## config.mk

```make
export PLATFORM = sky130hd
export DESIGN_NAME = nfa_line_buf
export DESIGN_NICKNAME = d
export VERILOG_FILES = /design/src/sv/nan_fill_neighbor_average_defines.svh /design/src/sv/nfa_pkg.sv /design/src/sv/nfa_line_buf.sv
export SDC_FILE = /design/constraint.sdc
export NUM_CORES = 2
export LEC_CHECK = 0
export BUFFER_PORTS_ARGS = -buffer_cell sky130_fd_sc_hd__buf_2
export CELL_PAD_IN_SITES_DETAIL_PLACEMENT = 1
export CELL_PAD_IN_SITES_GLOBAL_PLACEMENT = 1
export CORE_UTILIZATION = 45
export CTS_CLUSTER_DIAMETER = 120
export DETAILED_ROUTE_END_ITERATION = 7
export PLACE_DENSITY = 0.69
export SLEW_MARGIN = 5
export SYNTH_ARGS = -nofsm -noshare
export SYNTH_HDL_FRONTEND = slang
export SYNTH_MEMORY_MAX_BITS = 65536
export SYNTH_SLANG_ARGS = --single-unit
export TNS_END_PERCENT = 5
```

## constraint.sdc

```tcl
create_clock -name clock -period 4.5 [get_ports clock]
set_clock_uncertainty 0.2 [all_clocks]
set_input_delay 0.45 -clock clock [delete_from_list [all_inputs] [get_ports clock]]
set_output_delay 0.45 -clock clock [all_outputs]
set_load 0.02 [all_outputs]
```

## src/sv/nan_fill_neighbor_average_defines.svh

```systemverilog
// Assertion shorthands used by the top-level RTL file.
`ifndef NAN_FILL_NEIGHBOR_AVERAGE_DEFINES_SVH
`define NAN_FILL_NEIGHBOR_AVERAGE_DEFINES_SVH

`ifndef SYNTHESIS

// Same-cycle implication, checked at every rising edge outside reset.
`define NFA_ASSERT_IMPL(name, clk, rst, ante, cons, msg) \
   name: assert property (@(posedge clk) disable iff (rst) (ante) |-> (cons)) else $error(msg);

// Next-cycle implication, checked at every rising edge outside reset.
`define NFA_ASSERT_NEXT(name, clk, rst, ante, cons, msg) \
   name: assert property (@(posedge clk) disable iff (rst) (ante) |=> (cons)) else $error(msg);

`else

`define NFA_ASSERT_IMPL(name, clk, rst, ante, cons, msg)
`define NFA_ASSERT_NEXT(name, clk, rst, ante, cons, msg)

`endif

`endif

```

## src/sv/nfa_pkg.sv

```systemverilog
`timescale 1ns / 1ps

package nfa_pkg;

   // Defaults for the top-level parameters
   localparam int MAX_DIM_DEF     = 128;
   localparam int HEIGHT_BITS_DEF = 16;

   // Fixed field widths
   localparam int CFG_BITS       = 8;
   localparam int POS_BITS       = 7;
   localparam int CSR_INDEX_BITS = 1;
   localparam int COUNT_BITS     = 4;   // number of valid cells in a window, up to nine

   // Register indexes
   localparam logic [CSR_INDEX_BITS-1:0] CSR_MAP_ROWS = 1'd0;
   localparam logic [CSR_INDEX_BITS-1:0] CSR_MAP_COLS = 1'd1;

   localparam logic [CFG_BITS-1:0] MAP_DIM_RESET = 8'd100;

   // Divider status seen by the sequencer
   typedef struct packed {
      logic busy;
      logic done;
   } div_stat_type;

endpackage

```

## src/sv/nfa_line_buf.sv

```systemverilog
`timescale 1ns / 1ps

// Line store: one write and one registered read per cycle.
module nfa_line_buf
   import nfa_pkg::*;
#(
   parameter  int DEPTH     = MAX_DIM_DEF,
   parameter  int WIDTH     = 2 * (HEIGHT_BITS_DEF + 1),
   localparam int ADDR_BITS = (DEPTH > 1) ? $clog2(DEPTH) : 1
)
(
   input  logic                 clock,
   input  logic                 wr_en,
   input  logic [ADDR_BITS-1:0] wr_addr,
   input  logic [WIDTH-1:0]     wr_data,
   input  logic [ADDR_BITS-1:0] rd_addr,
   output logic [WIDTH-1:0]     rd_data
);

   logic [WIDTH-1:0] line_mem_ff [DEPTH];
   logic [WIDTH-1:0] rd_data_ff;

   always_ff @(posedge clock) begin
      if (wr_en) begin
         line_mem_ff[wr_addr] <= wr_data;
      end
      rd_data_ff <= line_mem_ff[rd_addr];
   end

   assign rd_data = rd_data_ff;

endmodule

```

After elaboration in Yosys (flattened, before gate mapping)
Memory sizes are Yosys's and may differ from the RTL's. A register that Yosys moved wholly into a read port is not among the register bits.
Index checks and enable logic that the tools add are counted.
Widths: inputs -> output; s select.

word-level totals
  flip-flop bits (word level) = 0
  memory bits (writable) = 4,352
  bits of input ports = 50
  memories kept = 1

cells by class
  mux-type cells = 2

memory list
  memory       words  bits a word  read ports  clocked after memory_dff  write ports  RTL line            source
  line_mem_ff  128    34           1           1                         1            nfa_line_buf.sv:20  logic [WIDTH-1:0] line_mem_ff [DEPTH];

operators by type and width
  kind    count
  $mux 1  2

Depth between registers and ports, before layout
  word-level depth = 2
  gate-level depth with buffers = 8
  mapped depth without buffers = 4

Worst setup path after synthesis
Ideal clock, no wire load.

  path type = input port to flip-flop
  start point = input wr_en
  end point = memory line_mem_ff[98][0] (netlist name) (enable)
  setup time = 0.467 ns
  data arrival time = 3.362 ns
  data required time = 3.833 ns
  slack = 0.471 ns
  stages on the path = 3
  cell sequence = clkbuf_1 nand4_1 nor3_1

between the ends
  word-level cells in the longest chain between the ends = 2

RTL lines
  item                          RTL line            source
  start, declared               nfa_line_buf.sv:13  input logic wr_en,
  $mux 1                        nfa_line_buf.sv:24  if (wr_en) begin
  $mux 1 (not written as such)  nfa_line_buf.sv:25  line_mem_ff[wr_addr] <= wr_data;
  end, declared                 nfa_line_buf.sv:20

Every way passes these cells.

==> impl_metrics.py <==
metrics = {
    "synth": {
        "synth_seq_area_share": 0.7915,
        "synth-xor-area-share": 0,
        "synth_area_leaders": "edfxtp_1 79%, mux4_2 19%, clkbuf_1 0.47%",
        "yosysMostFrequentCell": "edfxtp_1",
        "ys_ff_latch": 4386,
        "ys_warn_count": 0,
        "synth_simple_gate_area_frac": 0.004199,
        "netlist.area_leader.share": 0.7874,
        "synth_top_family_by_area": "multiplexers",
        "syn_nets": 6403,
        "netlist_instances": 6353,
        "synth-adder-area-share": 0,
        "ys_types": 17,
        "yosys-mux-area-fraction": 0.1961,
        "yosysTopAreaCell": "edfxtp_1",
        "syn_area_um2": 166000,
        "synth_edf_count": 4352,
        "syn_area_per_cell_um2": 26.12,
        "async_reset_ff_frac": 0,
        "synthFlopType": "edfxtp_1",
        "synth_common_cells": "4352 x edfxtp_1, 1428 x mux4_2, 208 x clkbuf_1",
        "synth_compound_area_frac": 0,
    },
    "floorplanning": {
        "initial_core_util": 0.4530,
        "ios": 84,
        "fp.dieArea_um2": 371200,
        "fp.dieW_um": 609.3,
        "core_area_um2": 366400,
        "num_rows": 222,
        "fp.dieH_um": 609.3,
    },
    "grt": {
        "grt_pass1_vias": 79450,
        "track_usage": 0.2464,
        "grt_antenna_before_repair": 63,
        "grt-ovfl-total": 0,
        "grt_max_degree": 99,
        "grt_pass1_wl_um": 634300,
    },
    "detailed_routing": {
        "drc": 0,
        "wl_met1_um": 176000,
        "wire_per_inst_um": 37.67,
        "wl_um": 459500,
        "drt_iter0_drc": 11060,
        "highest_layer": "met5",
        "met2_length_um": 218400,
        "route.vias.total": 77170,
        "via_per_inst": 6.327,
        "dr.pass1.iters": 5,
        "ant_nets": 0,
        "dr_wl_met3_um": 51330,
    },
    "setup_path": {
        "startpoint_type": "input pin",
        "cp-startpoint": "rd_addr[0]",
        "path_class": "in -> reg",
        "cp.required_ns": 5.18,
        "cp-end-kind": "flop",
        "worstPathArrival_ns": 3.76,
        "worst-path-max-fanout": 29,
        "r2r-start": "line_mem_ff[5][5]",
    },
    "timing": {
        "hold_viol": 0,
        "fin_crit_sh": 0.6859,
        "timing.slew.headroom": 0.1575,
        "finalSetupTns_ns": 0,
        "drv_slew": 0,
        "rsz0062_at_grt": "no",
        "setup_viol": 0,
        "min_period_ns": 3.087,
        "worst_slew_pin_slew_ns": 1.264,
        "max_freq_mhz": 324.0,
    },
    "clocking": {
        "cts-htree-levels": 5,
        "clock-sinks": 4386,
        "post_cts_resized": 0,
        "cts_tree": "yes",
        "clk_latency_ns": 0.99,
        "clockBufferDepth": 4,
        "clk_pin_slew_ns": 0.06,
        "cts_buffers": 433,
        "cts-root-buf": "clkbuf_16",
    },
    "power": {
        "power_density_nw_per_um2": 448.2,
        "leakage_nw": 58.61,
        "max-vdd-ir-drop_v": 0.0003956,
    },
    "job": {
        "maxCapViolations": 0,
    },
    "cells_and_area": {
        "final_util": 0.5223,
        "nFillCells": 30650,
        "syn_to_final_growth_pct": 15.30,
        "drive_gt1_frac": 0.3667,
        "final_cells": 12200,
        "layout.nets": 7009,
    },
    "min_path": {
        "hold_path.class": "in -> reg",
        "hp-start": "rd_addr[5]",
    },
    "place": {
        "port_buffers": 83,
        "gp_congestion": 0.8003,
        "dp_hpwl_um": 261700,
        "dp.cells": 11310,
    },
    "outcome": {
        "status": "completed",
    },
}
## sequential cells by signal, summed over array words and instances, names as in the netlist
signal       count
line_mem_ff   4352
rd_data         34
## power breakdown
| part | internal [mW] | switching [mW] | total, mW | leakage, nW |
|---|---|---|---|---|
| Clock | 20.4 | 15.5 | 35.8 | 6.82 |
| Combinational | 1.77 | 2.83 | 4.61 | 12.4 |
| Sequential | 45.1 | 0.193 | 45.3 | 39.4 |
## final cells by class
type / instances / area (µm²) / share of cell area
flip-flops and latches: 4386 / 131400 / 0.6865
multi-input cells: 1632 / 34210 / 0.1787
clock buffers: 549 / 11450 / 0.05984
well taps: 4816 / 6026 / 0.03149
repair buffers: 506 / 5609 / 0.02931
clock inverters: 257 / 2579 / 0.01348
diodes: 51 / 127.6 / 0.0006669
## logic make-up after synthesis
| group | after synthesis |
|---|---|
| simple gates | 170 |
| buf+inv | 335 |
| mux | 1462 |
| flops | 4386 |
## through the flow
stage | setup WS (ns) | area (µm²) | power [mW] | hold WS [ns]
global placement | 0.4550 | 176900 | 50.62 | 0.6817
global route | 1.367 | 191300 | 87.60 | 0.02738
CTS | 1.462 | 191200 | 86.19 | 0.001476
floorplan | 0.4708 | 166000 | 48.27 | 0.3489
detailed placement | 0.4297 | 176900 | 50.75 | 0.6934
finish | 1.413 | 191400 | 85.76 | 0.01187
## path summary, 6_finish.rpt
path            endpoint  slack [ns]  cells after the start
min reg2reg  rd_data[24]        0.91                      4
min          rd_data[14]        0.01                      2
max reg2reg   rd_data[5]        1.59                      4
max          rd_data[33]        1.41                      8
## critical path: stages
cell    delay (ns)
buf_12        0.29
buf_4         0.24
buf_12        0.25
buf_4         0.26
mux4_2        0.52
mux4_2        0.58
mux4_2        0.73
mux2_2        0.35
## layer usage
layer,track usage,vias to the layer above
met5,0,-
met4,0.07113,18
met3,0.05525,606
met2,0.3892,4663
met1,0.3475,42580
li1,-,29300
## cell usage in the layout (no fill, tap or decap), types with 7 or more instances in the layout
| cell | netlist | layout |
|---|---|---|
| clkinv_2 | 0 | 75 |
| mux2_2 | 34 | 34 |
| clkinv_8 | 0 | 10 |
| nor2b_1 | 7 | 7 |
| nand3_1 | 12 | 8 |
| nor2_4 | 0 | 119 |
| clkbuf_1 | 208 | 99 |
| edfxtp_1 | 4352 | 4352 |
| buf_4 | 3 | 284 |
| nor3_2 | 0 | 9 |
| clkbuf_8 | 0 | 16 |
| buf_12 | 0 | 143 |
| mux4_2 | 1428 | 1428 |
| diode_2 | 0 | 51 |
| clkinv_1 | 0 | 90 |
| inv_6 | 0 | 9 |
| clkbuf_16 | 0 | 434 |
| buf_2 | 66 | 42 |
| bufinv_16 | 0 | 41 |
| nand2_1 | 14 | 11 |
| dlygate4sd3_1 | 0 | 32 |
| clkinvlp_4 | 0 | 17 |
| dfxtp_1 | 34 | 34 |
## timing repair
item,4_1_cts,5_1_grt
hold buffers,31,1
setup buffers,0,0
endpoints found under the hold margin,1404,48
(Power assumes the default switching activity.)
