==> src/sv/nan_fill_neighbor_average_defines.svh <==
// Assertion shorthands used by the top-level RTL file.
`ifndef NAN_FILL_NEIGHBOR_AVERAGE_DEFINES_SVH
`define NAN_FILL_NEIGHBOR_AVERAGE_DEFINES_SVH

`ifndef SYNTHESIS

// Same-cycle implication, checked at every rising edge outside reset.
`define NFA_ASSERT_IMPL(name, clk, rst, ante, cons, msg) \
   name: assert property (@(posedge clk) disable iff (rst) (ante) |-> (cons)) else $error(msg);

// Next-cycle implication, checked at every rising edge outside reset.
`define NFA_ASSERT_NEXT(name, clk, rst, ante, cons, msg) \
   name: assert property (@(posedge clk) disable iff (rst) (ante) |=> (cons)) else $error(msg);

`else

`define NFA_ASSERT_IMPL(name, clk, rst, ante, cons, msg)
`define NFA_ASSERT_NEXT(name, clk, rst, ante, cons, msg)

`endif

`endif

==> src/sv/nfa_pkg.sv <==
`timescale 1ns / 1ps

package nfa_pkg;

   // Defaults for the top-level parameters
   localparam int MAX_DIM_DEF     = 128;
   localparam int HEIGHT_BITS_DEF = 16;

   // Fixed field widths
   localparam int CFG_BITS       = 8;
   localparam int POS_BITS       = 7;
   localparam int CSR_INDEX_BITS = 1;
   localparam int COUNT_BITS     = 4;   // number of valid cells in a window, up to nine

   // Register indexes
   localparam logic [CSR_INDEX_BITS-1:0] CSR_MAP_ROWS = 1'd0;
   localparam logic [CSR_INDEX_BITS-1:0] CSR_MAP_COLS = 1'd1;

   localparam logic [CFG_BITS-1:0] MAP_DIM_RESET = 8'd100;

   // Divider status seen by the sequencer
   typedef struct packed {
      logic busy;
      logic done;
   } div_stat_type;

endpackage

==> src/sv/nfa_hole_div.sv <==
`timescale 1ns / 1ps

// Rounded mean: |sum| + count/2 divided by count, four quotient bits a cycle,
// sign put back at the end (ties away from zero).
module nfa_hole_div
   import nfa_pkg::*;
#(
   parameter  int HEIGHT_BITS = HEIGHT_BITS_DEF,
   localparam int SUM_BITS    = HEIGHT_BITS + 4
)
(
   input  logic                          clock,
   input  logic                          reset,
   input  logic                          start,
   input  logic signed [SUM_BITS-1:0]    sum,
   input  logic [COUNT_BITS-1:0]         count,
   output div_stat_type                  stat,
   output logic signed [HEIGHT_BITS-1:0] quotient
);

   localparam int DIGITS    = 4;
   localparam int NUM_BITS  = ((SUM_BITS + DIGITS - 1) / DIGITS) * DIGITS;
   localparam int STEPS     = NUM_BITS / DIGITS;
   localparam int STEP_BITS = (STEPS > 1) ? $clog2(STEPS) : 1;

   logic [NUM_BITS-1:0]   num_ff;
   logic [NUM_BITS-1:0]   num_in;
   logic [COUNT_BITS-1:0] rem_ff;
   logic [COUNT_BITS-1:0] rem_in;
   logic [COUNT_BITS-1:0] div_ff;
   logic                  neg_ff;
   logic [STEP_BITS-1:0]  step_ff;
   logic                  busy_ff;
   logic                  done_ff;
   logic [SUM_BITS-1:0]   mag;
   logic [SUM_BITS-1:0]   biased;
   logic [HEIGHT_BITS-1:0] mag_q;

   assign mag    = sum[SUM_BITS-1] ? SUM_BITS'(-sum) : SUM_BITS'(sum);
   assign biased = mag + SUM_BITS'(count >> 1);

   // Restoring steps on a remainder that stays below the divisor
   always_comb begin : digit_steps
      logic [COUNT_BITS:0] trial;
      num_in = num_ff;
      rem_in = rem_ff;
      for (int i = 0; i < DIGITS; i++) begin
         trial = {rem_in, num_in[NUM_BITS-1]};
         if (trial >= {1'b0, div_ff}) begin
            rem_in = COUNT_BITS'(trial - {1'b0, div_ff});
            num_in = {num_in[NUM_BITS-2:0], 1'b1};
         end else begin
            rem_in = COUNT_BITS'(trial);
            num_in = {num_in[NUM_BITS-2:0], 1'b0};
         end
      end
   end

   always_ff @(posedge clock) begin
      if (reset) begin
         busy_ff <= 1'b0;
         done_ff <= 1'b0;
         step_ff <= '0;
      end else begin
         done_ff <= 1'b0;
         if (start) begin
            busy_ff <= 1'b1;
            step_ff <= '0;
         end else if (busy_ff) begin
            step_ff <= step_ff + 1'b1;
            if (step_ff == STEP_BITS'(STEPS - 1)) begin
               busy_ff <= 1'b0;
               done_ff <= 1'b1;
            end
         end
      end
   end

   always_ff @(posedge clock) begin
      if (start) begin
         num_ff <= NUM_BITS'(biased);
         rem_ff <= '0;
         div_ff <= count;
         neg_ff <= sum[SUM_BITS-1];
      end else if (busy_ff) begin
         num_ff <= num_in;
         rem_ff <= rem_in;
      end
   end

   assign mag_q     = num_ff[HEIGHT_BITS-1:0];
   assign quotient  = neg_ff ? -signed'(mag_q) : signed'(mag_q);
   assign stat.busy = busy_ff;
   assign stat.done = done_ff;

endmodule

==> config.mk <==
export PLATFORM = sky130hd
export DESIGN_NAME = nfa_hole_div
export DESIGN_NICKNAME = d
export VERILOG_FILES = /design/src/sv/nan_fill_neighbor_average_defines.svh /design/src/sv/nfa_pkg.sv /design/src/sv/nfa_hole_div.sv
export SDC_FILE = /design/constraint.sdc
export NUM_CORES = 1
export LEC_CHECK = 0
export BUFFER_PORTS_ARGS = -buffer_cell sky130_fd_sc_hd__clkbuf_2
export CAP_MARGIN = 5
export CORE_ASPECT_RATIO = 2
export CORE_UTILIZATION = 49
export DETAILED_ROUTE_END_ITERATION = 16
export GPL_ROUTABILITY_DRIVEN = 0
export GPL_TIMING_DRIVEN = 0
export PLACE_DENSITY = 0.7
export SETUP_SLACK_MARGIN = 0.4
export SLEW_MARGIN = 15
export SYNTH_ARGS = -nofsm -noshare
export SYNTH_HDL_FRONTEND = slang
export SYNTH_SLANG_ARGS = --single-unit
==> constraint.sdc <==
create_clock -name clock -period 17 [get_ports clock]
set_input_delay 0 -clock clock [delete_from_list [all_inputs] [get_ports clock]]
set_output_delay 0 -clock clock [all_outputs]
set_load 0.05 [all_outputs]
Word level (Yosys, flattened, before mapping)
Cells that the tools add are included.
{"block": "word_totals", "regBits": 34, "latchBits": 0, "ramBits": 0, "romBits": 0, "inputBits": 27, "out_inout_bits": 18, "wordCells": 40, "memories": 0}
{"block": "op_classes", "add_sub_neg": 8, "mul": 0, "n_div": 0, "order_cmp": 4, "eq_ne": 1, "shifts": 0, "n_mux": 16, "bitwise": 1, "n_reduce_logical": 3}
{"operator": "$mux 20", "n": 3}
{"operator": "$add 20x3->20", "n": 1}
{"operator": "$ge 5x4->1", "n": 4}
{"operator": "$neg 20->20", "n": 1}
{"operator": "$mux 16", "n": 1}
{"operator": "$mux 4", "n": 4}
{"operator": "$neg 16->16", "n": 1}
{"operator": "$sub 4x4->4", "n": 4}
{"operator": "$mux 1", "n": 8}
{"operator": "$add 3x1->3 const B", "n": 1}
{"operator": "$eq 3x3->1 const B", "n": 1}
{"operator": "$reduce_or 3->1", "n": 1}
{"operator": "$reduce_bool 2->1", "n": 1}
{"operator": "$reduce_or 2->1", "n": 1}
{"operator": "$not 1->1", "n": 1}

Depth between registers and ports, before layout
{"block": "logic_depth", "ltp_word": 10, "ltp_mapped": 30, "depth_no_buf": 29}

Worst setup path before layout
Ideal clock, no wire load.
{"block": "synth_path", "path_kind": "register to register", "from": "reg div_ff[1]", "to": "reg num_ff[0], data pin", "setup_ps": 260, "t_arrival_ps": 6249, "required_time_ps": 16740, "path_slack_ps": 10492, "path_stages_with_launch": 28, "n_path_buf": 1, "period_less_slack_ps": 6508, "path_cell_list": "edfxtp_1 -> inv_1 -> ha_1 -> and3_1 -> o31a_1 -> nor2_1 -> mux2i_1 -> inv_1 -> ha_1 -> o21a_1 -> a21oi_1 -> and2_1 -> clkbuf_1 -> mux2i_1 -> ha_1 -> a21oi_1 -> a31oi_1 -> or2_2 -> a211oi_1 -> a31oi_1 -> a21oi_1 -> ha_1 -> a21o_1 -> a21o_1 -> a21o_1 -> a311o_1 -> a21o_1 -> mux2_2"}
{"block": "synth_between", "elab_chain_len": 10, "elab_cells_between_ends": 13, "classes_between": "3 x add/sub; 4 x order compare; 6 x mux"}
{"element": "from (decl)", "line": "nfa_hole_div.sv:30", "rtl": "logic [COUNT_BITS-1:0] div_ff;"}
{"element": "from (signal assigned)", "line": "nfa_hole_div.sv:83", "rtl": "div_ff <= count;"}
{"element": "$sub 4x4->4 / $ge 5x4->1 (equally long branches)", "line": "nfa_hole_div.sv:50, nfa_hole_div.sv:49"}
{"element": "$mux 4", "line": "nfa_hole_div.sv:49", "rtl": "if (trial >= {1'b0, div_ff}) begin"}
{"element": "$sub 4x4->4 / $ge 5x4->1 (equally long branches)", "line": "nfa_hole_div.sv:50, nfa_hole_div.sv:49"}
{"element": "$mux 4", "line": "nfa_hole_div.sv:49"}
{"element": "$sub 4x4->4 / $ge 5x4->1 (equally long branches)", "line": "nfa_hole_div.sv:50, nfa_hole_div.sv:49"}
{"element": "$mux 4", "line": "nfa_hole_div.sv:49"}
{"element": "$ge 5x4->1 *", "line": "nfa_hole_div.sv:49"}
{"element": "$mux 1 *", "line": "nfa_hole_div.sv:49"}
{"element": "$mux 20 *", "line": "nfa_hole_div.sv:85", "rtl": "end else if (busy_ff) begin"}
{"element": "$mux 20 *", "line": "nfa_hole_div.sv:80", "rtl": "if (start) begin"}
{"element": "to (signal assigned)", "line": "nfa_hole_div.sv:81", "rtl": "num_ff <= NUM_BITS'(biased);"}
{"element": "to (signal assigned)", "line": "nfa_hole_div.sv:86", "rtl": "num_ff <= num_in;"}
{"element": "to (decl)", "line": "nfa_hole_div.sv:26", "rtl": "logic [NUM_BITS-1:0] num_ff;"}
Mark *: on every way between the ends. The rest lies on a longest branch, timed or not. The select of a mux whose other input is x is not followed.
A chain may end at the register's enable or synchronous reset.

Worst setup path after layout
Ends and elaborated chain as after synthesis.

==> summary.txt <==
Clocking
  – Worst-case clock buffer depth: 2
  – TritonCTS Buffers: 5
  – Clock transition at path regs: 0.05 ns
  – Clock Latency Late Sink: 0.29 ns
  – H-tree lvl count: 2
  – Clock sink count: 34
  – Root Driver: clkbuf_16
  – Number of gates resized after cts: 0
  – CTS tree: yes

Setup path
  – Crit-path max FO: 7
  – Slowest-stage cell, CP: a221oi_1
  – Crit path kind: register to register
  – Startpoint types: register
  – CP Capture Type: register
  – WP data arrival: 7.48 ns
  – WP data required: 17.04 ns
  – Worst path max stage delay: 0.47 ns

Logic synthesis
  – Synth Flop Type: edfxtp_1
  – Top cells by count, synth: 40 x xnor2_1, 33 x nand2_1, 29 x inv_1, 25 x edfxtp_1
  – Post-Synth Adder-Cell Area: 0.1055
  – Yosys top cell area share: 0.2043
  – Complex-gate fraction of the synthesized area: 0.1753
  – EDFF count, synth: 25
  – Synth Instances: 407
  – Mux cell area share after synthesis: 0.06333
  – Largest family of logic cells by synthesized area: simple AND/OR/NAND/NOR gates
  – FF+latch count, synth: 34
  – Seq/Total Area, Yosys: 0.2533
  – Yosys top cell by area: edfxtp_1
  – Most common cell in the netlist: xnor2_1
  – Distinct cell type count after synthesis: 73
  – XOR/XNOR Fraction of Synth Area: 0.1311
  – Synth area leaders: edfxtp_1 20%, xnor2_1 9.5%, ha_1 7.8%
  – Syn avg cell area: 9.029 µm²
  – Synth Area in Simple Gates: 0.1856
  – Synth warn: 0
  – Async SR Flop Fraction: 0
  – Mapped Nets: 462
  – Synth Cell Area: 3675 µm²

Worst hold path
  – Min-Delay Path Class: input port to register

Timing
  – Clock skew: 0.005704 ns
  – Unrepaired setup endpoints after global routing: false
  – Max-slew violations: 0
  – Achievable Freq: 134.4 MHz
  – Endpoints failing hold: 0
  – # setup viols final: 0
  – Final TNS setup: 0 ns
  – Slew margin rel.: 0.4779
  – Period utilisation layout: 0.4377
  – Worst Tran Pin Value: 0.7823 ns
  – Crit path time final: 7.441 ns

GRT
  – Total Routing Usage GR: 0.2425
  – Number of global-route vias before repair: 3312
  – Total grt overflow: 0
  – Global-route wire length before repair: 14.87 mm
  – Initial antenna violation count: 0
  – Pin count of the biggest net entering global routing: 21

Routing
  – Post-route ant nets: 0
  – Met2 WL post-DR: 5.174 mm
  – First DRT Iteration DRCs: 126
  – Met3 wire len: 297 µm
  – WL/cell: 16.52 µm
  – DR vias/cell: 5.814
  – Total number of vias: 3215
  – Highest Signal Layer: met4
  – Pre-antenna DRT Iters: 5
  – Drt drc: 0
  – Met1 Routed Length: 3.189 mm
  – Routed WL: 9.138 mm

Floorplan
  – Row count: 44
  – Die Width: 63.24 µm
  – Die Footprint: 7871 µm²
  – Ports: 45
  – Initial Util: 0.5057
  – Die height: 124.5 µm
  – Area of the core: 7267 µm²

Layout
  – Design area: 4202 µm²
  – Fillers: 689
  – Finished Layout Cells: 553
  – Area delta synth->final: 14.33%
  – Final nets: 515
  – Share of cells above drive strength 1: 0.2061
  – Fin util: 0.5782
  – Ant. Diodes: 0

Job
  – Max Cap Viol: 0

Placed design
  – Placed Cells: 539
  – Number of port buffers: 40
  – DP Area: 3990 µm²
  – Detail Placement HPWL: 7.379 mm

Power
  – P per Cell Area: 167.2 nW/µm²
  – Worst VDD drop: 0.00009365 V
  – Lkg Pwr: 0.001731 µW

Run status
  – Outcome: complete, no violations
[report_power, final]
part           total [µW]  internal (µW)  switching, µW
Combinational         483            200            283
Clock                92.7           57.9           34.8
Sequential            127            111           16.5
Total                 702            368            334
[cell usage in the layout (no fill, tap or decap), types with 3 or more instances in the layout]
master and n:
buf_4 3, buf_6 4, a31oi_1 6, dfxtp_1 9, nor3_1 8, nand3b_1 3
clkbuf_1 8, clkbuf_2 42, fa_1 5, xnor2_1 40, clkbuf_8 6, o31ai_1 11
mux2_2 13, edfxtp_1 25, or3_1 4, nand2b_1 8, mux2i_1 6, ha_1 23
xor2_1 15, or4_1 5, nand3_1 8, nand2_1 33, or2_2 3, clkbuf_16 6
a21oi_1 17, nand4b_1 3, a21o_1 8, o41ai_1 4, dlygate4sd3_1 6, nor2_1 23
o21ai_0 16, o211ai_1 4, nor4_1 5, or3_2 3, inv_1 29
[worst paths after layout]
kind / depth (start not counted) / slack, ns / startpoint / end
worst max-delay path: 26 / 9.56 / div_ff[1] / num_ff[0]
worst min-delay path: 1 / 0.05 / start / neg_ff
worst max register to register: 26 / 9.56 / div_ff[1] / num_ff[0]
worst min register to register: 2 / 0.49 / step_ff[2] / done_ff
[worst max-delay path, delay by kind of cell, from the launching register on]
kind                       cells  cell delay [ns]
AOI/OAI and AO/OA             14             3.61
adders and majority gates      4             1.26
and+or+nand+nor                3             0.68
buffers and inverters          3             0.64
muxes                          2             0.53
DFF                            1             0.46
[sequential cells by signal, summed over array words and instances (netlist names)]
signal / count
num_ff: 20
div_ff: 4
rem_ff: 4
step_ff: 3
busy_ff: 1
done_ff: 1
neg_ff: 1
[logic make-up after synthesis]
group | Yosys count
AOI/OAI and AO/OA | 91
DFF | 34
muxes | 21
xor gates and xnor gates | 55
adders and majority gates | 28
buffers and inverters | 53
and+or+nand+nor | 125
[layer usage]
| metal | up-vias | track usage |
|---|---|---|
| met2 | 98 | 0.4763 |
| met5 | - | 0 |
| met4 | 0 | 0.1551 |
| li1 | 1579 | - |
| met1 | 1505 | 0.2129 |
| met3 | 33 | 0.04304 |
[cell type report]
class	count	area, µm²	area share
flip-flops and latches	34	930.9	0.2216
repair buffers	46	260.3	0.06194
well taps	92	115.1	0.02740
clock inverters	2	12.51	0.002978
multi-input cells	320	2429	0.5780
clock buffers	6	138.9	0.03306
inverters	29	108.9	0.02591
plain buffers	24	206.4	0.04914
[metrics by stage]
step / power (µW) / worst slack [ns] / hold slack [ns]
3_3_place_gp: 593.8 / 9.751 / 0.1771
3_5_place_dp: 604.3 / 9.594 / 0.1811
4_1_cts: 700.2 / 9.575 / 0.03888
2_1_floorplan: 504.1 / 10.49 / 0.07238
6_report: 702.4 / 9.559 / 0.04900
5_1_grt: 755.1 / 9.042 / 0.03449
[repair_timing]
item                      4_1_cts  5_1_grt
buffers inserted                0        0
hold buffers                    6        0
hold endpoints to repair       10        0
(Power assumes the default switching activity.)
