File: src/sv/nan_fill_neighbor_average_defines.svh
// Assertion shorthands used by the top-level RTL file.
`ifndef NAN_FILL_NEIGHBOR_AVERAGE_DEFINES_SVH
`define NAN_FILL_NEIGHBOR_AVERAGE_DEFINES_SVH

`ifndef SYNTHESIS

// Same-cycle implication, checked at every rising edge outside reset.
`define NFA_ASSERT_IMPL(name, clk, rst, ante, cons, msg) \
   name: assert property (@(posedge clk) disable iff (rst) (ante) |-> (cons)) else $error(msg);

// Next-cycle implication, checked at every rising edge outside reset.
`define NFA_ASSERT_NEXT(name, clk, rst, ante, cons, msg) \
   name: assert property (@(posedge clk) disable iff (rst) (ante) |=> (cons)) else $error(msg);

`else

`define NFA_ASSERT_IMPL(name, clk, rst, ante, cons, msg)
`define NFA_ASSERT_NEXT(name, clk, rst, ante, cons, msg)

`endif

`endif

File: src/sv/nfa_pkg.sv
`timescale 1ns / 1ps

package nfa_pkg;

   // Defaults for the top-level parameters
   localparam int MAX_DIM_DEF     = 128;
   localparam int HEIGHT_BITS_DEF = 16;

   // Fixed field widths
   localparam int CFG_BITS       = 8;
   localparam int POS_BITS       = 7;
   localparam int CSR_INDEX_BITS = 1;
   localparam int COUNT_BITS     = 4;   // number of valid cells in a window, up to nine

   // Register indexes
   localparam logic [CSR_INDEX_BITS-1:0] CSR_MAP_ROWS = 1'd0;
   localparam logic [CSR_INDEX_BITS-1:0] CSR_MAP_COLS = 1'd1;

   localparam logic [CFG_BITS-1:0] MAP_DIM_RESET = 8'd100;

   // Divider status seen by the sequencer
   typedef struct packed {
      logic busy;
      logic done;
   } div_stat_type;

endpackage

File: src/sv/nfa_col_cell.sv
`timescale 1ns / 1ps

// One column of the 3x3 window: three cells, top lane lowest.
// Hold the column, plus its masked height sum and valid count, and hand
// them to the left neighbor on every shift.
module nfa_col_cell
   import nfa_pkg::*;
#(
   parameter  int HEIGHT_BITS = HEIGHT_BITS_DEF,
   localparam int CELL_BITS   = HEIGHT_BITS + 1,
   localparam int PSUM_BITS   = HEIGHT_BITS + 2
)
(
   input  logic                        clock,
   input  logic                        reset,
   input  logic                        shift,
   input  logic [3*CELL_BITS-1:0]      col_in,
   output logic [3*CELL_BITS-1:0]      col_out,
   output logic signed [PSUM_BITS-1:0] psum_out,
   output logic [1:0]                  vcount_out
);

   logic [3*CELL_BITS-1:0]      col_ff;
   logic signed [PSUM_BITS-1:0] psum_ff;
   logic signed [PSUM_BITS-1:0] psum_in;
   logic [1:0]                  vcount_ff;
   logic [1:0]                  vcount_in;

   always_comb begin
      psum_in   = '0;
      vcount_in = '0;
      for (int k = 0; k < 3; k++) begin
         if (col_in[k*CELL_BITS + HEIGHT_BITS]) begin
            psum_in   = psum_in + PSUM_BITS'(signed'(col_in[k*CELL_BITS +: HEIGHT_BITS]));
            vcount_in = vcount_in + 2'd1;
         end
      end
   end

   always_ff @(posedge clock) begin
      if (reset) begin
         col_ff    <= '0;
         psum_ff   <= '0;
         vcount_ff <= '0;
      end else if (shift) begin
         col_ff    <= col_in;
         psum_ff   <= psum_in;
         vcount_ff <= vcount_in;
      end
   end

   assign col_out    = col_ff;
   assign psum_out   = psum_ff;
   assign vcount_out = vcount_ff;

endmodule

File: config.mk
export PLATFORM = sky130hd
export DESIGN_NAME = nfa_col_cell
export DESIGN_NICKNAME = d
export VERILOG_FILES = /design/src/sv/nan_fill_neighbor_average_defines.svh /design/src/sv/nfa_pkg.sv /design/src/sv/nfa_col_cell.sv
export SDC_FILE = /design/constraint.sdc
export NUM_CORES = 1
export LEC_CHECK = 0
export BUFFER_PORTS_ARGS = -buffer_cell sky130_fd_sc_hd__clkbuf_2
export CORE_ASPECT_RATIO = 1.4
export CORE_MARGIN = 2
export CORE_UTILIZATION = 58
export CTS_CLUSTER_SIZE = 28
export DETAILED_ROUTE_END_ITERATION = 12
export PLACE_DENSITY_LB_ADDON = 0.2
export RECOVER_POWER = 100
export SLEW_MARGIN = 10
export SYNTH_ARGS = -nofsm -noshare
export SYNTH_HDL_FRONTEND = slang
export SYNTH_SLANG_ARGS = --single-unit
export TNS_END_PERCENT = 30
File: constraint.sdc
create_clock -name clock -period 13.7 [get_ports clock]
set_clock_uncertainty 0.1 [all_clocks]
set_input_delay 0.685 -clock clock [delete_from_list [all_inputs] [get_ports clock]]
set_output_delay 0.685 -clock clock [all_outputs]
set_load 0.1 [all_outputs]
Word level (Yosys, flattened, before mapping)
Cells that the tools add are included.

cells by class
  multiplexer cells = 6
  add/subtract/negate cells = 4

operator list
  cell                                         number
  two-way mux 18 bit                           3
  adder 18 x 16 -> 18 bit                      2
  adder 2 x 1 -> 2 bit, second input constant  2
  two-way mux 2 bit                            2
  two-way mux 1 bit                            1

storage, ports and cells
  output and inout bits = 71
  input port bits = 54
  logic and storage cells = 13
  bits in registers = 71

Depth between registers and ports, before layout
Gate-level depths: netlist (run 1).

  word-level depth = 5
  depth in mapped cells = 22
  depth with buffers taken out = 20

Least setup slack after synthesis (run 1)
Ideal clock, no wire load.

  kind = in2reg
  from = input col_in[16]
  to = register psum_ff[17] (netlist: psum_out[17])
  arrival = 4.988 ns
  library setup time = 0.122 ns
  stages = 21
  path buffers = 2
  data required time = 13.478 ns
  setup slack = 8.490 ns
  path through = clkbuf_1 > clkbuf_1 > nand2_1 > inv_1 > ha_1 > fa_1 > and2_1 > maj3_1 > a221o_1 > or3_1 > nand3_1 > xnor2_1 > ha_1 > a21oi_1 > o21ai_0 > a2111oi_1 > nor3_1 > nor3_1 > o211ai_1 > a211oi_1 > nor3b_1

between the ends
  cells in the longest elaborated chain, start to end = 5

ends and longest elaborated chain
  what                     line                source
  from (decl)              nfa_col_cell.sv:17  input logic [3*CELL_BITS-1:0] col_in,
  two-way mux 18 bit (*)   nfa_col_cell.sv:33  if (col_in[k*CELL_BITS + HEIGHT_BITS]) begin
  adder 18 x 16 -> 18 bit  nfa_col_cell.sv:34  psum_in = psum_in + PSUM_BITS'(signed'(col_in[k*CELL_BITS +: HEIGHT_BITS]));
  two-way mux 18 bit (*)   nfa_col_cell.sv:33
  adder 18 x 16 -> 18 bit  nfa_col_cell.sv:34
  two-way mux 18 bit (*)   nfa_col_cell.sv:33
  to (signal assigned)     nfa_col_cell.sv:47  psum_ff <= psum_in;
  to (decl)                nfa_col_cell.sv:24  logic signed [PSUM_BITS-1:0] psum_ff;

Every way passes the cells marked *; elsewhere a longest branch is shown, timed or not.
A chain may end at the register's enable or synchronous reset.

Worst setup path in the final report (run 1)
Ends and elaborated chain as after synthesis.

==> results of run 1 <==
## cell usage in the layout, fill, tap and decap left out, types with 3 or more instances in the layout
cell type	n
nor2_1	86
clkbuf_1	75
dfxtp_1	71
mux2i_1	61
clkbuf_2	51
nand2_1	36
a21oi_1	34
ha_1	32
o21ai_0	22
a211oi_1	21
inv_1	20
xnor2_1	20
nor3_1	12
nand3_1	12
clkbuf_8	12
and2_1	11
or3_1	10
and3_1	6
a21o_1	5
o21bai_1	5
nand2b_1	4
nand4_1	4
a31oi_1	3
a31o_1	3
o21ai_1	3
o211ai_1	3
## through the flow
stage          total power [mW]  hold slack (ns)
4_1_cts                   0.695            0.376
3_3_place_gp              0.512            0.358
3_5_place_dp              0.517            0.364
5_1_grt                   0.725            0.413
6_report                  0.690            0.379
2_1_floorplan             0.467            0.732
## layout make-up
class                           count  area [sq um]  area share [%]
Multi-Input combinational cell    439          3030            56.1
Sequential cell                    71          1420            26.3
Timing Repair Buffer              126           544            10.1
Clock buffer                       14           173            3.19
Tap cell                          100           125            2.31
Inverter                           20          75.1            1.39
Clock inverter                      2          37.5           0.694
## flip-flops by register name, indices dropped and copies added (netlist names)
signal and flops:
col_out 51, psum_out 18, vcount_out 2
## synthesized netlist by cell type (4+ instances only)
master     n
a211oi_1  21
a21o_1     5
a21oi_1   34
and2_1    12
and3_1     6
buf_1      6
clkbuf_1  20
dfxtp_1   71
ha_1      32
inv_1     20
mux2i_1   61
nand2_1   36
nand2b_1   4
nand3_1   12
nand4_1    4
nor2_1    86
nor3_1    12
o21ai_0   22
o21bai_1   5
or3_1     10
xnor2_1   20
## report_power, final
group          switching, mW  internal [mW]  leakage (nW)
logic                  0.206         0.0765          1.77
registers            0.00770          0.222         0.587
clock network         0.0784         0.0993         0.103
## worst max-delay path by stage
stage / startpoint / end / slack [ns] / cells past startpoint
4_1_cts: col_in[16] / psum_out[17] / 8.25 / 20
6_report: col_in[16] / psum_out[17] / 7.88 / 20
2_1_floorplan: col_in[16] / psum_out[17] / 8.49 / 21
5_1_grt: col_in[16] / psum_out[17] / 7.26 / 21
3_5_place_dp: col_in[16] / psum_out[17] / 7.95 / 20
3_3_place_gp: col_in[16] / psum_out[17] / 8.16 / 20
## per-layer routing
layer | routed length (um) | share of wire (%)
met5 | 0 | 0
met4 | 191 | 1.7
met3 | 687 | 6.0
met2 | 5600 | 49
met1 | 5050 | 44
## worst max-delay path, delay by kind of cell
| kind | cells | cell delay (ns) |
|---|---|---|
| XOR/XNOR | 1 | 0.17 |
| buffers and inverters | 2 | 0.43 |
| adder cells (fa/ha/maj) | 4 | 1.34 |
| AND/OR/NAND/NOR | 7 | 1.42 |
| AO/OA/AOI/OAI | 6 | 1.92 |
## cell families after synthesis
logic type | share of synthesized area (%)
compound gates | 17.8
xor+xnor | 4.31
fa+ha+maj | 10.1
buf+inv | 4.17
flops | 30.6
mux | 13.6
simple gates | 19.3
==> flow_summary.ini, run 1 <==
[routing]
vias = 4443
routed_wirelength_um = 11500
dr.first_iter.drc_count = 202
ant_nets = 0
post_drt_wl_per_cell_um = 14.9
drc = 0
dr.pass1.iters = 5
viasPerCell = 5.76

[worst_setup_path]
cp_slowest_cell = a2111oi_0
worst_ep_arrival_time_ns = 5.97
worstSetupPathType = input pin to flop
r2r_end = psum_out[12]
startpoint_type = input pin
r2r_slack_ns = 12.76
r2r_cells = 2
regToRegStartpoint = psum_out[12]
cp.required_ns = 13.85
slowest_delay_ns = 0.88
crit_chain = clkbuf_1 > nand2_1 > inv_1 > ha_1 > fa_1 > and2_0 > maj3_1 > a221o_1 > or3_1 > nand3_1 > xnor2_1 > ha_1 > a21oi_1 > o21ai_0 > a2111oi_0 > nor3_1 > nor3_1 > o211ai_1 > a211oi_1 > nor3b_1
critPathCaptureType = flop
cp_max_fo = 25

[finish]
area_growth_pct = 16.3
final_cell_count_no_fill = 772
fillers = 655
layout-drive-gt1-share_pct = 11.8
final_util_pct = 69.8
final_area_sq_mm = 0.00541
antenna_cells = 0
nets = 755

[logic_synthesis]
synthCells = 559
synth_top_area_cell = dfxtp_1
syn_area_per_cell_sq_um = 8.32
synth_cell_type_count = 62
ys_async_sr_fraction_pct = 0
synth_area_leaders = dfxtp_1, mux2i_1, ha_1, nor2_1, xnor2_1
synth-seq-cells = 71
yosys_warnings = 0
syn_area_sq_mm = 0.00465
ys_seq_area_share_pct = 30.6
synth_nets = 647
netlist.area_leader.share_pct = 30.6
synth_edf_count = 0
synth-main-ff-cell = dfxtp_1

[global_routing]
grt_max_degree = 72
antenna_found_initial = 0
grt_usage_pct = 27.2
use_met3_pct = 4.52
grt_pass1_wl_um = 18900
use_met2_pct = 45.3
met1_usage_pct = 35.1
grt-ovfl-total = 0
grt_busiest_layer = met2
grt_pass1_vias = 4107

[floorplan]
die_height_um = 110
rows = 38
dieArea_sq_mm = 0.00876
die_w_um = 79.7
start_util_pct = 60.0
core_region_area_sq_mm = 0.00775
io_pins = 125

[clock_network]
post_cts_resized = 0
cts_hold_buf = 0
clockBufferDepth = 2
cts_tree = built
clock_latency_ns = 0.35
clock_sinks = 71
cts-root-buf = clkbuf_8
cts_made_buffers = 9
htree_levels = 3
path_clk_slew_ns = 0.08
postCtsSetupBuffers = 0

[timing]
tightest_slew_ns = 3.02
final-hold-violation-count = 0
max_slew_margin_pct = -102
fin_crit_ns = 5.82
final.setup.worst_slack_ns = 7.88
tns_ns = 0
fin_crit_sh_pct = 42.5
drv_slew = 72
fmax_mhz = 172
setup_violations = 0
rsz0062_at_grt = no

[hold_path]
hold_path_depth = 2
hold_start = col_out[50]
min_to = col_out[50]
min_path_type = flop to flop

[placed_design]
place_ws_ns = 7.95
port-buffer-count = 124
dpl.hpwl_um = 8530
place_congestion = 0.831
place_inst = 756
postPlaceCellArea_sq_mm = 0.00529

[power]
irDropWorstVdd_v = 0.0000767
p_leak_nw = 2.46
powerDensity_mw_per_mm2 = 128

[run]
maxCapViolCount = 1

[run_status]
status = complete, but fails checks
violations = max-capacitance violations, max-slew violations
No activity file was read; power rests on OpenSTA's default activity.
==> run 2: changes to the inputs <==
--- a/config.mk
+++ b/config.mk
@@ -5,10 +5,11 @@
 export SDC_FILE = /design/constraint.sdc
 export NUM_CORES = 1
 export LEC_CHECK = 0
+export ABC_AREA = 1
 export BUFFER_PORTS_ARGS = -buffer_cell sky130_fd_sc_hd__clkbuf_2
 export CORE_ASPECT_RATIO = 1.4
 export CORE_MARGIN = 2
-export CORE_UTILIZATION = 58
+export CORE_UTILIZATION = 54
 export CTS_CLUSTER_SIZE = 28
 export DETAILED_ROUTE_END_ITERATION = 12
 export PLACE_DENSITY_LB_ADDON = 0.2
==> constraint.sdc (replaced) <==
create_clock -name clock -period 5.9 [get_ports clock]
set_clock_uncertainty 0.1 [all_clocks]
set_input_delay 0.295 -clock clock [delete_from_list [all_inputs] [get_ports clock]]
set_output_delay 0.295 -clock clock [all_outputs]
set_load 0.1 [all_outputs]
==> run 2 against run 1 <==
  * The run still ends with max-capacitance violations, max-slew violations left
  * Worst setup slack lost 6.4 ns
  * Clock power grew to 3.3 times the previous value
  * Cell area grew 5.9%
  * Sequential share of layout area shrank 1.5 points
  * First-iteration DRC count grew 68%
  * Power grew to 2.6 times the previous value
  * Worst hold slack lost 0.27 ns
  * Area after synthesis grew 4.5%
  * Via count grew 25%
  * Non-clock buffer count grew 1
  * Global-route usage grew 6.1 points
  * Critical path type unchanged
==> flow_summary.ini, run 2 <==
[run_status]
status = complete, but fails checks
violations = max-capacitance violations, max-slew violations

[timing]
drv_slew = 77
final.setup.worst_slack_ns = 1.45
setup_violations = 0
final-hold-violation-count = 0
max_slew_margin_pct = -94.6
fin_crit_sh_pct = 75.5
tightest_slew_ns = 2.92
fmax_mhz = 225
tns_ns = 0
fin_crit_ns = 4.45
rsz0062_at_grt = no

[logic_synthesis]
netlist.area_leader.share_pct = 29.3
synth_area_leaders = dfxtp_1, nand2_1, nor2_1, ha_1, o21ai_0
synth-main-ff-cell = dfxtp_1
synth_cell_type_count = 43
synth_common_cells = nand2_1, nor2_1, o21ai_0
synth_edf_count = 0
synthCells = 763
synth_nets = 851
synth-simple-area-share_pct = 35.1
syn_area_per_cell_sq_um = 6.37
synth_top_family_by_area = simple AND/OR/NAND/NOR gates
yosysMostFrequentCell = nand2_1
ys_seq_area_share_pct = 29.3
synth-compound-area-share_pct = 16.8
synth_xor_area_share_pct = 1.80
yosys_warnings = 0
synth_top_area_cell = dfxtp_1
muxShareOfSynthArea_pct = 0
synthAdderAreaFrac_pct = 9.07
syn_area_sq_mm = 0.00486
ys_async_sr_fraction_pct = 0
synth-seq-cells = 71

[global_routing]
grt_pass1_wl_um = 25700
grt_max_degree = 77
grt-ovfl-total = 0
antenna_found_initial = 0
grt_usage_pct = 33.2
grt_pass1_vias = 5192

[placed_design]
place_ws_ns = 1.73
dpl.hpwl_um = 12700
port-buffer-count = 124
place_congestion = 1.01

[clock_network]
post_cts_resized = 0
clockBufferDepth = 2
htree_levels = 3
cts-root-buf = clkbuf_16
postCtsSetupBuffers = 0
cts_made_buffers = 9
path_clk_slew_ns = 0.06
clock_sinks = 71
cts_hold_buf = 0
clock_latency_ns = 0.33
cts_tree = built

[routing]
viasPerCell = 5.67
met3WireLength_um = 688
vias = 5560
drc = 0
routed-wl-met2_um = 8610
dr.first_iter.drc_count = 340
routed_wirelength_um = 16200
routedLengthMet1_um = 6180
dr.pass1.iters = 6
dr.max_layer_used = met4
ant_nets = 0
post_drt_wl_per_cell_um = 16.5

[floorplan]
die_height_um = 116
start_util_pct = 56.1
rows = 40
die_w_um = 84.2
dieArea_sq_mm = 0.00978
core_region_area_sq_mm = 0.00866
io_pins = 125

[finish]
nets = 960
area_growth_pct = 17.8
fillers = 850
largest_register_ff_count = 51
final_util_pct = 66.1
final_cell_mix = nand2_1, nor2_1, o21ai_0, clkbuf_1, dfxtp_1
final_common_cell = nand2_1
antenna_cells = 0
layout-drive-gt1-share_pct = 10.6

[power]
powerDensity_mw_per_mm2 = 319
irDropWorstVdd_v = 0.000219
p_leak_nw = 2.90

[worst_setup_path]
startpoint_type = input pin
r2r_slack_ns = 4.92
cp.required_ns = 6.02
worstSetupPathType = input pin to flop
worst_ep_arrival_time_ns = 4.58
critPathCaptureType = flop
cp_max_fo = 23

[hold_path]
min_path_type = input pin to flop

[run]
maxCapViolCount = 1
-- run 2: final cells by class --
| cell class | count | area, sq um | area share, % |
|---|---|---|---|
| well taps | 105 | 131 | 2.29 |
| multi-input cells | 593 | 3050 | 53.3 |
| repair buffers | 127 | 549 | 9.59 |
| clock buffers | 9 | 225 | 3.93 |
| flip-flops and latches | 71 | 1420 | 24.8 |
| inverters | 70 | 263 | 4.59 |
| clock inverters | 6 | 86.3 | 1.51 |
-- run 2: through the flow --
step                hold WS, ns  instance area, sq um  instances  power, mW
global placement          0.352                  5510        966       1.24
detailed placement        0.359                  5510        966       1.25
finish                    0.111                  5730        981       1.83
floorplan                 0.330                  4860        763       1.10
global route              0.124                  5730        981       1.91
CTS                       0.105                  5820        981       1.83
-- run 2: where the power goes --
| part | leakage [nW] | switching [mW] | internal [mW] |
|---|---|---|---|
| Combinational | 2.16 | 0.551 | 0.154 |
| Sequential | 0.589 | 0.0190 | 0.517 |
| Clock | 0.151 | 0.218 | 0.367 |
| Total | 2.90 | 0.788 | 1.04 |
-- run 2: path summary, 6_finish.rpt --
path,startpoint,endpoint,cells after the start
max,col_in[16],psum_out[17],27
min,col_in[45],col_out[45],3
max reg2reg,psum_out[0],psum_out[0],4
min reg2reg,psum_out[15],psum_out[15],2
-- run 2: cell families after synthesis --
group           Yosys count
buf+inv                  99
fa+ha+maj                34
compound gates          149
simple gates            400
xor+xnor                 10
flops                    71
-- run 2: worst max-delay path, cell delays in order --
cell and delay, ns:
clkbuf_1 0.87, nand2_1 0.19, inv_1 0.15, ha_1 0.25, nand2_1 0.09, nand2_1 0.07, nand2_1 0.07, nand2_1 0.10
nand3_1 0.16, nand2_2 0.09, nand2_2 0.07, nand2_1 0.05, nand2_1 0.05, nand3_1 0.11, nand2_1 0.21, inv_1 0.06
ha_1 0.34, inv_1 0.11, nor3_1 0.30, and2_1 0.20, nand3_1 0.09, nand4_1 0.11, nand3_1 0.10, nand3_1 0.11
nand2_1 0.06, nor2_1 0.20, nor2_1 0.05
-- run 2: metal layers --
layer  GRT usage [%]  vias up
li1                -     2735
met1            36.2     2572
met2            62.6      204
met3            4.52       49
met4            16.8        0
met5               0        -
